==> config.mk <==
export PLATFORM = sky130hd
export DESIGN_NAME = rbi_resolve
export DESIGN_NICKNAME = d
export VERILOG_FILES = /design/src/rtl/rbi_pkg.sv /design/src/rtl/rbi_resolve.sv
export SDC_FILE = /design/constraint.sdc
export NUM_CORES = 2
export LEC_CHECK = 0
export BUFFER_PORTS_ARGS = -buffer_cell sky130_fd_sc_hd__buf_2
export CAP_MARGIN = 20
export CORE_UTILIZATION = 35
export CTS_BUF_LIST = sky130_fd_sc_hd__clkbuf_4
export DETAILED_ROUTE_END_ITERATION = 12
export PLACE_DENSITY = 0.6
export SLEW_MARGIN = 5
export SYNTH_ARGS = -nofsm -noshare
export SYNTH_HDL_FRONTEND = slang
export SYNTH_SLANG_ARGS = --single-unit
==> constraint.sdc <==
create_clock -name clk -period 63.9 [get_ports clk]
set_clock_uncertainty 0.15 [all_clocks]
set_input_delay 3.195 -clock clk [delete_from_list [all_inputs] [get_ports clk]]
set_output_delay 3.195 -clock clk [all_outputs]
set_load 0.005 [all_outputs]
==> src/rtl/rbi_pkg.sv <==
// Shared constants and types for the ray box intersection block.
// No dependencies.
`timescale 1ns / 1ps

package rbi_pkg;

	localparam int FRAC_IN = 10;
	localparam int FRAC_T  = 16;
	localparam int LANES   = 6;

	localparam logic [1:0] AXIS_X = 2'd0;
	localparam logic [1:0] AXIS_Y = 2'd1;
	localparam logic [1:0] AXIS_Z = 2'd2;

	typedef struct packed {
		logic par;
		logic par_fail;
	} axis_flag_t;

endpackage

==> src/rtl/rbi_resolve.sv <==
// Interval narrowing, normal selection and result formatting.
// Three pipeline stages, the last is the output register; depends on rbi_pkg.
`timescale 1ns / 1ps

module rbi_resolve import rbi_pkg::*; #(
	parameter int CB = 20,
	parameter int DB = 32,
	parameter int NW = 44
) (
	input  logic                                clk,
	input  logic                                arst_n,
	input  logic                                in_valid,
	output logic                                in_ready,
	input  logic [LANES-1:0][NW+FRAC_T-1:0]     quo,
	input  logic [LANES-1:0]                    quo_neg,
	input  axis_flag_t [2:0]                    flags,
	input  logic [2:0][3*CB-1:0]                axes,
	output logic                                out_valid,
	input  logic                                out_ready,
	output logic                                hit,
	output logic [DB-1:0]                       entry_distance,
	output logic [3*CB-1:0]                     surface_normal
);

	localparam int QW = NW + FRAC_T;
	localparam int TW = QW + 2;
	localparam int CW = ((TW > DB) ? TW : DB) + 1;
	localparam logic signed [TW-1:0] T_INF = {2'b01, {QW{1'b1}}};
	localparam logic [CW-1:0] DMAX = {{(CW-DB){1'b0}}, {DB{1'b1}}};
	localparam logic [CB-1:0] CMIN = {1'b1, {(CB-1){1'b0}}};
	localparam logic [CB-1:0] CMAX = {1'b0, {(CB-1){1'b1}}};

	logic v_s1, v_s2, v_s3;
	logic en1, en2, en3;

	logic signed [TW-1:0]   near_d [3], far_d [3], near_s1 [3], far_s1 [3];
	logic [2:0]             pos_d, pos_s1;
	logic [2:0]             fail_s1;
	logic [2:0][3*CB-1:0]   ax_s1;

	logic                   hit_d, hit_s2, pos_sel_d, pos_s2;
	logic signed [TW-1:0]   tmin_d, tmin_s2;
	logic [1:0]             sel_d;
	logic [3*CB-1:0]        axis_d, axis_s2;

	logic                   hit_s3;
	logic [DB-1:0]          dist_d, dist_s3;
	logic [3*CB-1:0]        norm_d, norm_s3;

	assign en3 = !v_s3 || out_ready;
	assign en2 = !v_s2 || en3;
	assign en1 = !v_s1 || en2;
	assign in_ready = en1;

	always_ff @(posedge clk or negedge arst_n) begin
		if (!arst_n) begin
			v_s1 <= 1'b0;
			v_s2 <= 1'b0;
			v_s3 <= 1'b0;
		end else begin
			if (en1) v_s1 <= in_valid;
			if (en2) v_s2 <= v_s1;
			if (en3) v_s3 <= v_s2;
		end
	end

	always_comb begin
		logic signed [TW-1:0] ta, tb;
		for (int i = 0; i < 3; i++) begin
			ta = $signed({2'b00, quo[2*i]});
			tb = $signed({2'b00, quo[2*i+1]});
			if (quo_neg[2*i])   ta = -ta;
			if (quo_neg[2*i+1]) tb = -tb;
			if (flags[i].par) begin
				ta = '0;
				tb = T_INF;
			end
			near_d[i] = (ta < tb) ? ta : tb;
			far_d[i]  = (ta < tb) ? tb : ta;
			pos_d[i]  = (tb < ta);
		end
	end

	always_comb begin
		logic signed [TW-1:0] tmax;
		logic                 fail;
		tmin_d = '0;
		tmax   = T_INF;
		fail   = 1'b0;
		for (int i = 0; i < 3; i++) begin
			if (near_s1[i] > tmin_d) tmin_d = near_s1[i];
			if (far_s1[i] < tmax)    tmax   = far_s1[i];
			fail = fail || fail_s1[i];
		end
		hit_d = !fail && !(tmax < tmin_d);
		if (near_s1[0] > near_s1[1]) begin
			sel_d = (near_s1[0] > near_s1[2]) ? AXIS_X : AXIS_Z;
		end else begin
			sel_d = (near_s1[1] > near_s1[2]) ? AXIS_Y : AXIS_Z;
		end
		unique case (sel_d)
			AXIS_X: begin
				axis_d    = ax_s1[0];
				pos_sel_d = pos_s1[0];
			end
			AXIS_Y: begin
				axis_d    = ax_s1[1];
				pos_sel_d = pos_s1[1];
			end
			default: begin
				axis_d    = ax_s1[2];
				pos_sel_d = pos_s1[2];
			end
		endcase
	end

	always_comb begin
		logic [CW-1:0] text;
		logic [CB-1:0] c;
		text = {{(CW-TW){1'b0}}, tmin_s2};
		dist_d = (text > DMAX) ? DMAX[DB-1:0] : text[DB-1:0];
		for (int j = 0; j < 3; j++) begin
			c = axis_s2[j*CB +: CB];
			if (!pos_s2) c = (c == CMIN) ? CMAX : CB'(-c);
			norm_d[j*CB +: CB] = c;
		end
		if (!hit_s2) begin
			dist_d = '0;
			norm_d = '0;
		end
	end

	always_ff @(posedge clk) begin
		if (en1) begin
			for (int i = 0; i < 3; i++) begin
				near_s1[i] <= near_d[i];
				far_s1[i]  <= far_d[i];
				fail_s1[i] <= flags[i].par && flags[i].par_fail;
			end
			pos_s1 <= pos_d;
			ax_s1  <= axes;
		end
		if (en2) begin
			hit_s2  <= hit_d;
			tmin_s2 <= tmin_d;
			pos_s2  <= pos_sel_d;
			axis_s2 <= axis_d;
		end
		if (en3) begin
			hit_s3  <= hit_s2;
			dist_s3 <= dist_d;
			norm_s3 <= norm_d;
		end
	end

	assign out_valid      = v_s3;
	assign hit            = hit_s3;
	assign entry_distance = dist_s3;
	assign surface_normal = norm_s3;

endmodule

==> run metrics <==
Clock Power Share=17.1%; Worst Path Arrival=14.74 ns; HP Start=v_s1; R2R Path Start=near_s1[0][49]; Hold WC Path Type=reg2reg; Net Count, Synth=7240; Comb pwr share=50.3%; vias per inst=5.62; Max-Cap Viols=0; Post-synth EDFFs=775; met3 Resource Use GR=4.71%; mux cell area share after synthesis=8.07%; Flop pwr share=32.5%; Worst-path clk slew=0.07 ns; clock sink total=778; main combinational cell family by area after synthesis=compound AO/OA/AOI/OAI gates; critical path's largest stage delay=0.76 ns; Synth Register Bits=778; Crit-path slowest cell=nor4_1; Die Y=415 microns; setup violators final=0; Crit. End Element=flip-flop; first-pass iteration count of the detailed router=6; number of buffers added on ports=650; Yosys warnings=0; drt drc=0; Global Route Usage Sum=25.9%; full die area=172000 sq um; total CTS buffers=203; gate count of the mapped netlist=5997; complex-gate fraction of the synthesized area=14.9%; simple-gate share of the synthesized area=13.9%; Hold EP=v_s2; Final Core Density=40.2%; vias in the first global route=48300; ANT nets after route=0; DR WL/cell=25.4 microns; first-pass GRT wire length=328000 microns; Peak supply drop=0.0278 mV; Sw Ratio=44.4%; worst-case reg-to-reg path depth=46; xor/xnor cell area share of the yosys netlist=5.18%; Pint=1.48 mW; largest net degree at the start of global routing=166; core footprint=169000 sq um; final worst path period share=21.9%; PostCTS Resize Cnt=0; Tightest Pin Transition=1.12 ns; most common cell after layout, fill and taps aside=edfxtp_1; Hold Path Cell Cnt=1; DP HPWL=188000 microns; share of layout cells above drive strength 1=19.6%; crit start category=flip-flop; library cells used by synthesis=70; Final Hold Violating Endpoints=0; achievable frequency=71.6 MHz; met2 Usage GRT=41.0%; via count=50900; Initial Util=35.2%; GRT busiest layer=met2; Adder-Cell Fraction of Synth Area=14.4%; Pins Over Slew Limit=0; CTS Hold Bufs=0; IO Pins=651; unrepaired setup endpoints after global routing=no; Static Leakage=29.1 nW; post-synthesis area per instance=9.95 sq um; R2R Path End=hit_s2; cell mode on critical path=o21ai_0; remaining global-route overflow=0; asr flop ratio synth=0.386%; status=complete, no violations; Final #Nets=7909; Die Width=415 microns; fill count=16800; Site Rows=151; initial drt markers=4803; minimum clock period=13.96 ns; Main synth FF type=edfxtp_1; WP data required=64.67 ns; Slew headroom=25.0%; routability cong.=0.999; met1 Use GR=35.6%; commonest cells after routing, fill and taps aside=edfxtp_1, ha_1, buf_2; Mapped Area=59700 sq um; detailed-route wire length=230000 microns; critical-path maximum fanout=93; Post-CTS Repair Setup Buffers=0; critical path class=reg2reg; Hold Slack=0.346 ns; part of the Yosys area used for sequential elements=39.1%; setup_tns=0 ns; total power=2.66 mW; area delta synth->final=14.0%; pwr/cell area=39.2 nW/um^2; buffer levels on the longest clock path=3; P_sw=1.18 mW; antenna violations before repair=28; worst skew pair latency=1.28 ns; Worst R2R Setup Slack=49.94 ns; CTS tree=done; CTS H-Tree Depth=4; Clk Tree Root Cell=clkbuf_4
-- state kept, by name, indices dropped and copies added (netlist names) --
register	flops
far_s1	186
near_s1	186
ax_s1	180
tmin_s2	62
axis_s2	60
surface_normal	60
entry_distance	32
fail_s1	3
pos_s1	3
hit	1
hit_s2	1
out_valid	1
pos_s2	1
v_s1	1
v_s2	1
-- power by group through the flow --
stage | logic [mW] | registers (mW) | clock network (mW)
after floorplan | 0.877 | 0.831 | 0
after global placement | 1.29 | 0.873 | 0
after detailed placement | 1.31 | 0.872 | 0
after CTS | 1.32 | 0.864 | 0.467
after global routing | 1.46 | 0.875 | 0.493
final | 1.34 | 0.867 | 0.456
-- per-stage QoR --
| stage | std cells | instance area (sq um) | worst slack [ns] |
|---|---|---|---|
| CTS | 9046 | 68000 | 50.19 |
| global route | 9056 | 68000 | 49.10 |
| finish | 9060 | 68000 | 49.94 |
| global placement | 8678 | 65300 | 49.59 |
| floorplan | 5997 | 59700 | 38.83 |
| detailed placement | 8679 | 65300 | 49.52 |
-- worst max path at each step --
stage	start	end	slack [ns]	depth (start not counted)
2_1_floorplan	out_ready	ax_s1[0]	38.83	1
3_3_place_gp	quo[244]	near_s1[0][171]	49.59	26
3_5_place_dp	quo[244]	near_s1[0][182]	49.52	26
4_1_cts	near_s1[0][49]	hit_s2	50.19	44
5_1_grt	near_s1[0][49]	hit_s2	49.10	44
6_report	near_s1[0][49]	hit_s2	49.94	46
-- metal layers --
layer  vias to the layer above  share of wire (%)
met4                        16                3.0
met1                     24800                 44
met3                       308                7.5
met5                         -              0.046
li1                      23700                  -
met2                      2083                 45
-- critical path: cells and delay by family, from the launching register on --
| family | cells | cell delay [ns] |
|---|---|---|
| mux | 2 | 0.40 |
| buf+inv | 6 | 2.78 |
| fa+ha+maj | 3 | 0.88 |
| flops | 1 | 0.51 |
| compound gates | 17 | 4.14 |
| xor+xnor | 2 | 0.23 |
| simple gates | 16 | 4.44 |
-- layout make-up --
class                           count  area, sq um  share of cell area [%]
Multi-Input combinational cell   4516        33800                    49.6
Sequential cell                   778        23300                    34.3
Timing Repair Buffer              696         3630                    5.34
Tap cell                         2218         2780                    4.08
Clock buffer                      273         2050                    3.01
Inverter                          471         1770                    2.60
Clock inverter                     94          639                   0.940
Antenna cell                       14         35.0                  0.0515
-- cells by family after synthesis --
| family | Yosys count |
|---|---|
| adder cells (fa/ha/maj) | 687 |
| other | 1 |
| multiplexers | 452 |
| AND/OR/NAND/NOR | 1679 |
| XOR/XNOR | 353 |
| buffers and inverters | 703 |
| AO/OA/AOI/OAI | 1344 |
| flip-flops | 778 |
-- Yosys cell counts (81+ instances only) --
cell	n	area share, %
o31ai_1	107	1.3
xor2_1	205	3.0
mux2i_1	225	3.8
nor3_1	89	0.75
nand4_1	149	1.6
a21oi_1	343	2.9
ha_1	687	14
o21ai_0	301	2.5
nor2_1	436	2.7
a21o_1	229	2.9
mux2_2	226	4.3
edfxtp_1	775	39
xnor2_1	148	2.2
nand2b_1	153	1.6
or3_1	81	0.85
clkbuf_1	195	1.2
inv_1	468	2.9
nand2_1	414	2.6
No activity file was read; power rests on OpenSTA's default activity.
